**src/rtl/core/gb5_pkg.sv**
```systemverilog
// gb5_pkg: shared types, constants and weight table of the 5x5 gaussian blur
// used by gb5_seq, gb5_window, gb5_filter and gaussian_blur_5x5, no dependencies

package gb5_pkg;

    localparam int unsigned PIX_W      = 8;
    localparam int unsigned TAPS       = 5;
    localparam int unsigned LINES      = 4;
    localparam int unsigned GROUPS     = 6;
    // eight pixels at most share one weight
    localparam int unsigned GRP_W      = PIX_W + 3;
    localparam int unsigned ROW_W      = 12;
    localparam int unsigned HGT_W      = 13;
    localparam int unsigned CFG_WID_W  = 11;
    localparam int unsigned CFG_HGT_W  = 13;
    localparam int unsigned MAX_HEIGHT = 4096;
    localparam int unsigned Q_WEIGHT   = 24;
    localparam int unsigned ADDR_W     = 3;
    localparam int unsigned DATA_W     = 32;

    localparam logic [CFG_WID_W-1:0] RESET_WIDTH  = 11'd640;
    localparam logic [CFG_HGT_W-1:0] RESET_HEIGHT = 13'd480;
    localparam logic [PIX_W-1:0]     PIX_MAX      = 8'hFF;

    // register indexes on the configuration port
    localparam logic REG_WIDTH  = 1'b0;
    localparam logic REG_HEIGHT = 1'b1;

    // normalised gaussian weights in q0.24, by |row offset| and |column offset|
    localparam int unsigned WEIGHT_Q24 [3][3] = '{
        '{1060177, 935603, 643030},
        '{ 935603, 825667, 567472},
        '{ 643030, 567472, 390017}
    };

    // weight groups: distinct (|dr|,|dc|) pairs up to symmetry
    localparam int unsigned GRP_ROW [GROUPS] = '{0, 0, 0, 1, 1, 2};
    localparam int unsigned GRP_COL [GROUPS] = '{0, 1, 2, 1, 2, 2};

    // one column of the window, newest row at index 0
    typedef logic [TAPS-1:0][PIX_W-1:0] gb5_col_t;
    // window, newest column at index 0
    typedef logic [TAPS-1:0][TAPS-1:0][PIX_W-1:0] gb5_win_t;

    typedef struct packed {
        logic            emit;
        logic            last;
        logic [TAPS-1:0] col_ok;
        logic [TAPS-1:0] row_ok;
    } gb5_ctl_t;

endpackage

```
**src/rtl/core/gb5_seq.sv**
```systemverilog
// gb5_seq: raster position counters, lag tracking and border masks per request
// depends on gb5_pkg

module gb5_seq
    import gb5_pkg::*;
#(
    parameter int unsigned MAX_WIDTH = 1024
) (
    input  logic                               clk,
    input  logic                               rst_n,
    input  logic                               acc,
    input  logic                               restart,
    input  logic [$clog2(MAX_WIDTH+1)-1:0]     w_eff,
    input  logic [HGT_W-1:0]                   h_eff,
    output logic [$clog2(MAX_WIDTH)-1:0]       col,
    output gb5_ctl_t                           ctl
);

    localparam int unsigned COL_W = $clog2(MAX_WIDTH);
    localparam int unsigned WC_W  = $clog2(MAX_WIDTH + 1);
    localparam int unsigned LAG_W = $clog2(2 * MAX_WIDTH + 3);
    localparam int unsigned CMP_W = WC_W + 1;

    logic [COL_W-1:0] col_reg;
    logic [LAG_W-1:0] lag_reg;
    logic [COL_W-1:0] ocol_reg;
    logic [ROW_W-1:0] orow_reg;

    logic [WC_W-1:0]  col_inc;
    logic             col_wrap;
    logic [LAG_W-1:0] lag_len;
    logic             emit;
    logic [CMP_W-1:0] ocol_ext;
    logic [CMP_W-1:0] w_ext;
    logic [HGT_W-1:0] orow_ext;
    logic             ocol_last;
    logic             orow_last;

    always_comb
    begin
        col_inc   = WC_W'(col_reg) + WC_W'(1);
        col_wrap  = (col_inc == w_eff);
        lag_len   = (LAG_W'(w_eff) << 1) + LAG_W'(2);
        emit      = (lag_reg == lag_len);
        ocol_ext  = CMP_W'(ocol_reg);
        w_ext     = CMP_W'(w_eff);
        orow_ext  = HGT_W'(orow_reg);
        ocol_last = ((ocol_ext + CMP_W'(1)) == w_ext);
        orow_last = ((orow_ext + HGT_W'(1)) == h_eff);

        ctl.emit   = emit;
        ctl.last   = emit && ocol_last && orow_last;
        // oldest column / oldest row first, centre always inside
        ctl.col_ok = {ocol_ext >= CMP_W'(2), ocol_ext >= CMP_W'(1), 1'b1,
                      (ocol_ext + CMP_W'(1)) < w_ext, (ocol_ext + CMP_W'(2)) < w_ext};
        ctl.row_ok = {orow_ext >= HGT_W'(2), orow_ext >= HGT_W'(1), 1'b1,
                      (orow_ext + HGT_W'(1)) < h_eff, (orow_ext + HGT_W'(2)) < h_eff};
    end

    always_ff @(posedge clk or negedge rst_n)
    begin
        if (!rst_n)
        begin
            col_reg  <= '0;
            lag_reg  <= '0;
            ocol_reg <= '0;
            orow_reg <= '0;
        end
        else if (restart)
        begin
            col_reg  <= '0;
            lag_reg  <= '0;
            ocol_reg <= '0;
            orow_reg <= '0;
        end
        else if (acc)
        begin
            if (ctl.last)
            begin
                col_reg  <= '0;
                lag_reg  <= '0;
                ocol_reg <= '0;
                orow_reg <= '0;
            end
            else
            begin
                col_reg <= col_wrap ? '0 : COL_W'(col_inc);
                if (!emit)
                begin
                    lag_reg <= lag_reg + LAG_W'(1);
                end
                else
                begin
                    ocol_reg <= ocol_last ? '0 : ocol_reg + COL_W'(1);
                    if (ocol_last)
                    begin
                        orow_reg <= orow_reg + ROW_W'(1);
                    end
                end
            end
        end
    end

    assign col = col_reg;

endmodule

```
**config.mk**
```make
export PLATFORM = sky130hd
export DESIGN_NAME = gb5_seq
export DESIGN_NICKNAME = d
export VERILOG_FILES = /design/src/rtl/core/gb5_pkg.sv /design/src/rtl/core/gb5_seq.sv
export SDC_FILE = /design/constraint.sdc
export NUM_CORES = 1
export LEC_CHECK = 0
export ABC_CLOCK_PERIOD_IN_PS = 5100
export BUFFER_PORTS_ARGS = -buffer_cell sky130_fd_sc_hd__buf_4
export CAP_MARGIN = 20
export CORE_MARGIN = 3
export CORE_UTILIZATION = 45
export DETAILED_ROUTE_END_ITERATION = 6
export PLACE_DENSITY = 0.7
export SLEW_MARGIN = 15
export SYNTH_ARGS = -nofsm -noshare
export SYNTH_HDL_FRONTEND = slang
export SYNTH_SLANG_ARGS = --single-unit
```
**constraint.sdc**
```tcl
create_clock -name clk -period 5.1 [get_ports clk]
set_input_delay 0 -clock clk [delete_from_list [all_inputs] [get_ports clk]]
set_output_delay 0 -clock clk [all_outputs]
set_load 0.02 [all_outputs]
```
Word-level counts from Yosys, hierarchy flattened
Index checks and enable logic that the tools add are counted.

operators by class
  $add $sub $neg = 9
  magnitude comparators = 8
  eq/ne operators = 5
  muxes and demuxes = 18
  reduce and logical (&&, ||, !) cells = 8

operator list
  kind                   count
  $mux 12                9
  $mux 10                9
  $lt 13x13->1           2
  $add 12x1->12 const B  2
  $add 10x1->11 const B  2
  $lt 11x11->1           2
  $add 12x1->13 const B  1
  $add 12x2->13 const B  1
  $eq 13x13->1           1
  $add 12x2->12 const B  1
  $eq 12x11->1           1
  $eq 12x12->1           1
  $ge 12x1->1 const B    1
  $ge 12x2->1 const B    1
  $add 10x2->11 const B  1
  $eq 11x11->1           1
  $add 10x1->10 const B  1
  $ge 10x1->1 const B    1
  $ge 10x2->1 const B    1
  $reduce_bool 3->1      2
  $reduce_and 2->1       2
  $ne 3x3->1 const B     1
  $reduce_and 3->1       1
  $logic_and 1x1->1      2
  $reduce_bool 2->1      1

word-level totals
  register bits after elaboration = 44
  input bits = 28
  output and inout port bits = 22
  logic and storage cells = 52

Depth between registers and ports, before layout
Gate-level depths: netlist (run 1).

  word-level depth = 7
  gate-level depth with buffers = 15
  depth with buffers taken out = 13

Least setup slack after synthesis (run 1)
No wires, ideal clock.

  path kind = reg-to-reg
  start = reg ocol_reg[1]
  end = reg col_reg[0] (netlist: col[0])
  setup time = 0.122 ns
  arrival = 3.590 ns
  data required time = 4.978 ns
  path slack = 1.389 ns
  stages on the path, launching flop included = 15
  buffers on the path = 2
  clock period less this slack = 3.711 ns
  cell sequence = dfrtp_1 -> ha_1 -> and3_1 -> and2_1 -> xor2_1 -> ha_1 -> nand4_1 -> or4_1 -> clkbuf_1 -> nor4_1 -> nor3b_1 -> nand3b_1 -> and2_1 -> clkbuf_1 -> a32o_1

between the ends
  longest elaborated chain between the ends = 7

RTL lines
  what                             line           source
  from (decl)                      gb5_seq.sv:26  logic [COL_W-1:0] ocol_reg;
  from (signal assigned)           gb5_seq.sv:94  ocol_reg <= ocol_last ? '0 : ocol_reg + COL_W'(1);
  $add 10x1->11                    gb5_seq.sv:48  ocol_last = ((ocol_ext + CMP_W'(1)) == w_ext);
  $eq 12x11->1                     gb5_seq.sv:48
  $logic_and 1x1->1 (2 in series)  gb5_seq.sv:52  ctl.last = emit && ocol_last && orow_last;
  $mux 10                          gb5_seq.sv:78  if (ctl.last)
  $mux 10                          gb5_seq.sv:76  else if (acc)
  $mux 10                          gb5_seq.sv:69  else if (restart)
  to (signal assigned)             gb5_seq.sv:87  col_reg <= col_wrap ? '0 : COL_W'(col_inc);
  to (decl)                        gb5_seq.sv:24  logic [COL_W-1:0] col_reg;

No other way between the ends. The select of a mux whose other input is x is not followed.
A chain may end at the register's enable or synchronous reset.

Worst setup path in the final report (run 1)
  start = reg ocol_reg[1]
  end = reg orow_reg[5]

between the ends
  longest elaborated chain between the ends = 7
  elaborated cells between the ends (all ways) = 10

RTL lines
  what                             line           source
  $add 10x1->11 (*)                gb5_seq.sv:48
  $eq 12x11->1 (*)                 gb5_seq.sv:48
  $logic_and 1x1->1 (2 in series)  gb5_seq.sv:52
  $mux 12                          gb5_seq.sv:78
  $mux 12                          gb5_seq.sv:76
  $mux 12                          gb5_seq.sv:69
  to (signal assigned)             gb5_seq.sv:97  orow_reg <= orow_reg + ROW_W'(1);
  to (decl)                        gb5_seq.sv:27  logic [ROW_W-1:0] orow_reg;

Every way passes the cells marked *; elsewhere a longest branch is shown, timed or not. The select of a mux whose other input is x is not followed.

==> results of run 1 <==
[worst min path at each step]
| stage | cells past startpoint | to | from |
|---|---|---|---|
| floorplan | 0 | col[0] | rst_n |
| global placement | 1 | ocol_reg[9] | rst_n |
| detailed placement | 1 | ocol_reg[8] | rst_n |
| CTS | 2 | col[7] | acc |
| global route | 2 | col[7] | acc |
| finish | 2 | col[7] | acc |
[logic make-up (layout without fill, tap and decap cells)]
group / count (synthesis) / after routing
adder cells (fa/ha/maj): 63 / 63
flip-flops: 44 / 44
AO/OA/AOI/OAI: 128 / 128
AND/OR/NAND/NOR: 268 / 268
XOR/XNOR: 55 / 55
multiplexers: 3 / 3
buffers and inverters: 87 / 101
other: 1 / 2
[report_power, final]
part           internal (mW)  switching, mW
clock                 0.0975          0.133
sequential             0.351        0.00558
combinational         0.0488         0.0808
total                  0.498          0.220
[metrics by stage]
step | worst slack (ns) | cells
after detailed placement | 0.7625 | 795
after global routing | 0.4355 | 804
after floorplan | 1.389 | 650
after global placement | 0.9649 | 795
after CTS | 0.7067 | 804
final | 0.6808 | 804
[cells in the mapped netlist (13+ instances only)]
master and n:
nand4_1 23, inv_1 41, dfrtp_1 44, xnor2_1 32, nor3_1 16, clkbuf_1 36, xor2_1 23, o21ai_0 19
nand3_1 44, nand2_1 52, nor2_1 49, ha_1 63, a21oi_1 42, and3_1 13
[what timing repair did]
item	CTS	global route
endpoints found under the hold margin	44	0
hold buffers	1	0
gates resized for setup	0	0
setup buffers	0	0
[final cells by class]
| class | count | area [sq um] | area share |
|---|---|---|---|
| multi-input combinational | 519 | 3610 | 0.6540 |
| timing repair buffer | 51 | 385.4 | 0.06983 |
| sequential | 44 | 1101 | 0.1995 |
| inverter | 42 | 157.7 | 0.02856 |
| clock buffer | 5 | 68.82 | 0.01247 |
| clock inverter | 3 | 21.27 | 0.003854 |
| tap | 140 | 175.2 | 0.03174 |
[layer usage]
metal / share of wire / vias to the layer above / GRT usage
met1: 0.45 / 2327 / 0.2944
li1: - / 2364 / -
met3: 0.058 / 9 / 0.02880
met5: 0 / - / 0
met2: 0.48 / 155 / 0.3537
met4: 0.0058 / 0 / 0.03569
==> results.md, run 1 <==
- Status: finished, final reports clean
- Yosys top cell area share: 0.2183
- Core Footprint: 10890 sq um
- Htree depth: 2
- Rel. slew slack: 0.3319
- Crit path time final: 4.419 ns
- Die ar.: 12520 sq um
- Main synth FF type: dfrtp_1
- PwrDens: 130.0 nW/um^2
- Number of global-route vias before repair: 4659
- Drt wl/cell: 16.56 um
- Most frequent cells in the layout: ha_1 (63), nand2_1 (52), buf_4 (50), nor2_1 (49)
- Crit path cell chain: ha_1, and3_1, and2_1, xor2_1, ha_1, nand4_1, or4_1, nor4_1, nor3b_1, nand3b_1, buf_4, nand2b_1, o32ai_1
- Tightest Pin Transition: 0.9893 ns
- Layout cells sized above 1: 0.1114
- Critical setup path kind: flop to flop
- GPL Wtd Cong: 0.9563
- TritonCTS clock tree: built
- Post-Synth Simple-Gate Area: 0.2832
- Distinct cells, synth: 67
- Syn-to-layout area delta: 9.400%
- Critical Path Source Type: flop
- Worst-Skew Late Latency: 0.31 ns
- Worst R2R Setup Slack: 0.68 ns
- Initial antenna violation count: 0
- Die Y: 111.9 um
- Final HPWL DP: 9980 um
- RSZ-0062 raised after global routing: no
- Placed cell area: 5419 sq um
- Drt first pass iters: 5
- Clk_skew: 0.01618 ns
- Cells after Synth: 649
- Final-report max-slew violation count: 0
- Largest family of logic cells by synthesized area: simple AND/OR/NAND/NOR gates
- Port Buffer Count: 47
- P_leak: 2.467 nW
- Period utilisation layout: 0.8665
- Residual DRC: 0
- N_diodes: 0
- Reg2Reg Launch Point: ocol_reg[1]
- CP bufs+invs: 1
- Vias post-DR: 4855
- Setup violations, final: 0
- Clock-pin slew on the worst setup and hold paths: 0.10 ns
- Maximum vdd drop: 0.00009234 V
- Num CTS Buffers: 5
- Top-level port count: 50
- Setup crit end kind: flop
- Peak per-stage delay on the critical path: 0.73 ns
- CP Capture Point: orow_reg[5]
- Fin. Hold Viols: 0
- FFs w/ async S/R, synth: 1.000
- Setup_tns: 0 ns
- Via/cell ratio: 6.039
- WP depth: 13
- Leading area contributor after synthesis: dfrtp_1
- Largest net degree at the start of global routing: 48
- Max-Cap Viols: 0
- Nets: 754
- Final instance area: 5519 sq um
- Max Freq: 0.2263 GHz
- Critical R2R Capture: orow_reg[5]
- WHS: 0.04220 ns
- Slowest CP cell: or4_1
- Die X-Extent: 111.9 um
- Fraction of the mapped netlist area in adder cells: 0.1563
- Clock buffer depth: 2
- CTS Root Cell: clkbuf_8
- Overflow after GRT: 0
- Post-synthesis compound-gate area fraction: 0.1719
- Overall routed net length: 13310 um
- Final Power: 0.7174 mW
- HP Class: input pin to flop
- Sequential share of the synthesized area: 0.2183
- Reg2Reg Depth: 13
- #FFs+latches synth: 44
- Top post-synthesis cells by area: dfrtp_1 (22%), ha_1 (16%), xnor2_1 (5.6%)
- Fillers: 1048
- Area share of xor/xnor cells in the synthesized design: 0.09549
- Global Route Usage Sum: 0.2109
- Mux share of post-synthesis cell area: 0.005952
- Netlist Area Pre-Place: 5045 sq um
- Antenna Nets Post-Route: 0
- Initial Utilization: 0.4633
- CTS Sinks: 44
- Post-layout util: 0.5069
- Critical-path maximum fanout: 12
- Mean Syn Cell Area: 7.773 sq um
- EDFF count, synth: 0
- First-pass GRT wire length: 22450 um
- Req. time, crit path: 5.28 ns
- Critical path's top delay family: simple AND/OR/NAND/NOR gates
- Row cnt: 38
- YS warnings: 0
- Drt initial violations: 311
- Arrival @ worst endpoint: 4.60 ns
- CP startpoint: ocol_reg[1]
- Most common cell after layout, fill and taps aside: ha_1
- Most Frequent Cell on Critical Path: ha_1
Power figures use the tool's default switching activity.
==> run 2, diff against run 1 <==
ABC_AREA = 1   (was unset)
PLACE_DENSITY = 0.71   (was 0.7)
==> results.md, run 2 <==
- Status: finished, final reports clean
- Critical-path maximum fanout: 10 (-2)
- Sw frac: 0.3494 (+0.04326)
- Largest family of logic cells by synthesized area: simple AND/OR/NAND/NOR gates
- Nets: 855 (+13%)
- Tightest Pin Transition: 0.7118 ns (-0.2774 ns)
- Final HPWL DP: 10150 um (+1.7%)
- P_leak: 2.937 nW (+19%)
- Maximum vdd drop: 0.0001062 V (+15%)
- Most common cell in the netlist: nand2_1
- Post-layout util: 0.5168 (+0.009862)
- EDFF count, synth: 0 (unchanged)
- CTS Sinks: 44 (unchanged)
- Die Y: 110.1 um (-1.6%)
- Share of total power in combinational logic: 0.273 (+0.092)
- Die X-Extent: 110.1 um (-1.6%)
- Via/cell ratio: 5.312 (-12%)
- YS warnings: 0 (unchanged)
- Overall routed net length: 12780 um (-4.0%)
- Reg2Reg Depth: 16 (+3)
- P_sw: 0.2877 mW (+31%)
- #FFs+latches synth: 44 (unchanged)
- Mean Syn Cell Area: 6.694 sq um (-14%)
- Placed cell area: 5291 sq um (-2.4%)
- Initial antenna violation count: 0 (unchanged)
- Layout cells sized above 1: 0.08508 (-0.02637)
- Worst-Skew Late Latency: 0.30 ns (about the same)
- Cells after Synth: 729 (+12%)
- Post-CTS setup buffer count: 0 (unchanged)
- Num CTS Buffers: 5 (unchanged)
- Clock buffer depth: 2 (unchanged)
- Fin. Hold Viols: 0 (unchanged)
- Row cnt: 37 (-2.6%)
- Setup violations, final: 0 (unchanged)
- Final Power: 0.8232 mW (+15%)
- Resize count post-CTS: 0 (unchanged)
- Distinct cells, synth: 36 (-46%)
- Critical Path Source Type: flop
- Netlist Area Pre-Place: 4880 sq um (-3.3%)
- N_diodes: 0 (unchanged)
- Global Route Usage Sum: 0.2144 (+0.003440)
- Setup crit end kind: primary output
- GPL Wtd Cong: 0.8990 (-6.0%)
- Core Footprint: 10420 sq um (-4.3%)
- GRT Max-Usage Layer: met2
- HP Class: input pin to flop
- Mux share of post-synthesis cell area: 0 (-0.005952)
- Clock Power Share: 0.268 (-0.054)
- Final-report max-slew violation count: 0 (unchanged)
- Period utilisation layout: 0.7102 (-0.1563)
- Port Buffer Count: 47 (unchanged)
- Top post-synthesis cells by area: dfrtp_1 (23%), ha_1 (16%), nand2_1 (15%)
- Yosys top cell area share: 0.2256 (+0.007387)
- Antenna Nets Post-Route: 0 (unchanged)
- Htree depth: 2 (unchanged)
- List of most frequent post-synthesis cells: nand2_1 (200), inv_1 (107), ha_1 (63)
- Leading area contributor after synthesis: dfrtp_1
- Number of global-route vias before repair: 4383 (-5.9%)
- Most frequent cells in the layout: nand2_1 (200), inv_1 (107), ha_1 (63), nand3_1 (53), nor2_1 (50)
- Drt first pass iters: 5 (unchanged)
- FFs w/ async S/R, synth: 1.000 (unchanged)
- RSZ-0062 raised after global routing: no
- Critical setup path kind: flop to primary output
- CTS Hold Bufs: 1 (unchanged)
- Rel. slew slack: 0.5244 (+0.1925)
- Clock-pin slew on the worst setup and hold paths: 0.09 ns (about the same)
- Max-Cap Viols: 0 (unchanged)
- Post-Synth Simple-Gate Area: 0.3318 (+0.04856)
- Sequential share of the synthesized area: 0.2256 (+0.007387)
- Crit path time final: 3.622 ns (-0.7970 ns)
- Clk_skew: 0.006934 ns (-0.009245 ns)
- M1 GR Usage: 0.2905 (-0.003889)
- Main synth FF type: dfrtp_1
- Initial Utilization: 0.4685 (+0.005127)
- CTS Root Cell: clkbuf_8
- Vias post-DR: 4781 (-1.5%)
- Overflow after GRT: 0 (unchanged)
- Drt initial violations: 309 (-0.64%)
- Grt met2 use: 0.3713 (+0.01760)
- Fraction of the mapped netlist area in adder cells: 0.1615 (+0.005288)
- Drt wl/cell: 14.20 um (-14%)
- Syn-to-layout area delta: 10.31%
- Hold Path Stages: 3 (+1)
- Die ar.: 12130 sq um (-3.1%)
- Residual DRC: 0 (unchanged)
- Met3 Usage GRT: 0.02038 (-0.008420)
- Most common cell after layout, fill and taps aside: nand2_1
- Setup_tns: 0 ns (unchanged)
- Sequential power share: 0.459 (-0.039)
- Arrival @ worst endpoint: 3.62 ns (-0.98 ns)
- Final instance area: 5383 sq um (-2.5%)
- Top-level port count: 50 (unchanged)
- TritonCTS clock tree: built
- Req. time, crit path: 5.10 ns (-0.18 ns)
- PwrDens: 152.9 nW/um^2 (+18%)
- Max Freq: 0.2761 GHz (+22%)
- Largest net degree at the start of global routing: 45 (-6.3%)
- Power Internal: 0.5356 mW (+7.6%)
- Post-synthesis compound-gate area fraction: 0.08744 (-0.08444)
- First-pass GRT wire length: 20770 um (-7.5%)
- Area share of xor/xnor cells in the synthesized design: 0.08538 (-0.01010)
## run 2: final timing paths
check,startpoint,endpoint,slack (ns)
max reg2reg,orow_reg[3],lag_reg[9],1.64
min reg2reg,orow_reg[11],orow_reg[11],0.49
min,acc,col[6],0.04
min in group asynchronous,rst_n,ocol_reg[9],0.23
max,orow_reg[3],ctl[10],1.48
max in group asynchronous,rst_n,orow_reg[2],4.46
## run 2: kinds of logic after synthesis
logic type,count (synthesis)
and+or+nand+nor,370
DFF,44
adders and majority gates,63
AOI/OAI and AO/OA,76
other,1
buffers and inverters,129
xor gates and xnor gates,46
## run 2: per-layer routing
metal / share of wire / up-vias
met5: 0 / -
met4: 0.015 / 0
met3: 0.051 / 15
met2: 0.47 / 133
met1: 0.47 / 2194
li1: - / 2439
## run 2: worst max-delay path, cell delays in order, from the launching register on
cell     delay (ns)
dfrtp_1        0.52
nand2_1        0.12
nor3_1         0.34
nand2_1        0.14
nor3_1         0.29
nand2_1        0.11
xor2_1         0.14
inv_1          0.07
ha_1           0.27
nand2_1        0.08
nor4_1         0.26
nand2_1        0.12
nor2_1         0.26
nand2_1        0.33
inv_1          0.13
buf_4          0.15
## run 2: per-stage QoR
step / instances / hold WS, ns / setup WS [ns]
2_1_floorplan: 730 / -0.2956 / 2.179
3_3_place_gp: 892 / 0.03476 / 1.867
3_5_place_dp: 892 / 0.03746 / 1.679
4_1_cts: 900 / 0.03691 / 1.538
5_1_grt: 900 / 0.03809 / 1.066
6_report: 900 / 0.03822 / 1.478
## run 2: layout make-up
cell class	count	area (sq um)
Clock buffer	5	68.82
Multi-Input combinational cell	557	3258
Sequential cell	44	1101
Inverter	107	401.6
Clock inverter	2	12.51
Timing Repair Buffer	49	370.4
Fill cell	1036	5034
Tap cell	136	170.2
## run 2: power groups by stage
stage | sequential [mW] | combinational (mW) | clock, mW
floorplan | 0.380 | 0.143 | 0
global placement | 0.383 | 0.218 | 0
detailed placement | 0.384 | 0.224 | 0
CTS | 0.377 | 0.226 | 0.226
global route | 0.380 | 0.253 | 0.239
finish | 0.378 | 0.225 | 0.221
==> run 3, diff against run 2 <==
ABC_CLOCK_PERIOD_IN_PS = 3600   (was 5100)
clock period = 3.6 ns   (was 5.1 ns; I/O delays follow)
==> results.md, run 3 (synthesized netlist as in run 2, its figures left out) <==
- Global Route Usage Sum: 0.2227 (+0.008313)
- Reg2Reg Depth: 16 (unchanged)
- Initial Utilization: 0.4685 (unchanged)
- Max-Cap Viols: 0 (unchanged)
- Drt wl/cell: 14.52 um (+2.2%)
- Nets: 859 (+0.47%)
- Worst-Skew Late Latency: 0.31 ns (about the same)
- Maximum vdd drop: 0.0001860 V (+75%)
- CTS Sinks: 44 (unchanged)
- Fin. Hold Viols: 0 (unchanged)
- HP Class: input pin to flop
- Final HPWL DP: 10450 um (+3.0%)
- Worst R2R Setup Slack: 0.42 ns (-1.22 ns)
- Sw frac: 0.3332 (-0.01620)
- Row cnt: 37 (unchanged)
- Sequential power share: 0.415 (-0.044)
- Overflow after GRT: 0 (unchanged)
- Via/cell ratio: 5.382 (+1.3%)
- Critical-path maximum fanout: 10 (unchanged)
- Power Internal: 0.8583 mW (+60%)
- GPL Wtd Cong: 0.9370 (+4.2%)
- Setup crit end kind: primary output
- Antenna Nets Post-Route: 0 (unchanged)
- Arrival @ worst endpoint: 3.22 ns (-0.40 ns)
- Die X-Extent: 110.1 um (unchanged)
- Number of global-route vias before repair: 4592 (+4.8%)
- P_sw: 0.4290 mW (+49%)
- Core Footprint: 10420 sq um (unchanged)
- Syn-to-layout area delta: 12.10%
- P_leak: 2.984 nW (+1.6%)
- Post-CTS setup buffer count: 0 (unchanged)
- Drt initial violations: 320 (+3.6%)
- Layout cells sized above 1: 0.09363 (+0.008550)
- Rel. slew slack: 0.5998 (+0.07544)
- Fillers: 1040 (+0.39%)
- Max Freq: 0.3110 GHz
- Overall routed net length: 13140 um (+2.8%)
- First-pass GRT wire length: 21570 um (+3.9%)
- Hold Path Stages: 4 (+1)
- Status: finished, final reports clean
- Die ar.: 12130 sq um (unchanged)
- Clock buffer depth: 2 (unchanged)
- Initial antenna violation count: 0 (unchanged)
- Post-layout util: 0.5252 (+0.008408)
- Most frequent cells in the layout: nand2_1 (199), inv_1 (107), ha_1 (63), nand3_1 (53), buf_4 (51)
- Clk_skew: 0.006670 ns (-0.0002643 ns)
- Final-report max-slew violation count: 0 (unchanged)
- Setup violations, final: 0 (unchanged)
- RSZ-0062 raised after global routing: no
- Residual DRC: 0 (unchanged)
- TritonCTS clock tree: built
- Largest net degree at the start of global routing: 45 (unchanged)
- Crit path time final: 3.216 ns
- Top-level port count: 50 (unchanged)
- Die Y: 110.1 um (unchanged)
- Vias post-DR: 4871 (+1.9%)
- Period utilisation layout: 0.8932
- Req. time, crit path: 3.60 ns (-1.50 ns)
- PwrDens: 235.3 nW/um^2 (+54%)
- Num CTS Buffers: 5 (unchanged)
- Htree depth: 2 (unchanged)
- Critical setup path kind: flop to primary output
- N_diodes: 0 (unchanged)
- Share of total power in combinational logic: 0.253 (-0.020)
- Port Buffer Count: 47 (unchanged)
- Critical Path Source Type: flop
- Setup_tns: 0 ns (unchanged)
- Clock Power Share: 0.332 (+0.064)
- Drt first pass iters: 5 (unchanged)
- Most common cell after layout, fill and taps aside: nand2_1
- Clock-pin slew on the worst setup and hold paths: 0.10 ns (about the same)
- Tightest Pin Transition: 0.6002 ns (-0.1116 ns)
- CTS Root Cell: clkbuf_8
## run 3: final timing paths
kind / startpoint / end
worst min-delay path: restart / lag_reg[0]
worst min register to register: orow_reg[11] / orow_reg[11]
max in group asynchronous: rst_n / orow_reg[7]
min in group asynchronous: rst_n / ocol_reg[5]
worst max register to register: orow_reg[3] / lag_reg[2]
worst max-delay path: orow_reg[3] / ctl[10]
## run 3: through the flow
stage	power (mW)	worst slack (ns)	area [sq um]	hold WS [ns]	std cells
CTS	1.296	0.1849	5465	0.01645	905
global placement	0.8585	0.5156	5334	0.03696	896
finish	1.287	0.3845	5470	0.02912	905
detailed placement	0.8676	0.3791	5334	0.04457	896
floorplan	0.7415	0.6787	4883	-0.2956	730
global route	1.359	0.02566	5470	0.01903	905
## run 3: area by class of cell
| class | instances | area [sq um] | share of cell area |
|---|---|---|---|
| timing repair buffer | 53 | 412.9 | 0.07548 |
| multi-input combinational | 557 | 3263 | 0.5965 |
| sequential | 44 | 1101 | 0.2013 |
| tap | 136 | 170.2 | 0.03111 |
| clock inverter | 2 | 38.79 | 0.007091 |
| inverter | 107 | 401.6 | 0.07342 |
| clock buffer | 6 | 82.58 | 0.01510 |
## run 3: repair_timing
item,4_1_cts,5_1_grt
hold buffers,1,0
endpoints found under the setup margin,0,4
hold endpoints to repair,44,0
gates resized for setup,0,2
## run 3: critical path, cell delays in order (launching register included)
cell	delay [ns]
dfrtp_1	0.53
nand2_1	0.11
nor3_1	0.19
nand2_1	0.12
nor3_1	0.28
nand2_1	0.11
xor2_1	0.14
inv_1	0.07
ha_1	0.27
nand2_1	0.08
nor4_1	0.25
nand2_1	0.11
nor2_2	0.19
nand2_2	0.21
inv_1	0.11
buf_4	0.14
## run 3: power groups by stage
stage | combinational (mW) | sequential (mW) | clock, mW
after floorplan | 0.203 | 0.538 | 0
after global placement | 0.316 | 0.543 | 0
after detailed placement | 0.324 | 0.543 | 0
after CTS | 0.327 | 0.534 | 0.435
after global routing | 0.366 | 0.538 | 0.455
final | 0.325 | 0.535 | 0.427
## run 3: metal layers
metal,global-route usage,share of wire
met5,0,0
met4,0.04573,0.015
met3,0.02446,0.059
met2,0.3921,0.47
met1,0.2955,0.45
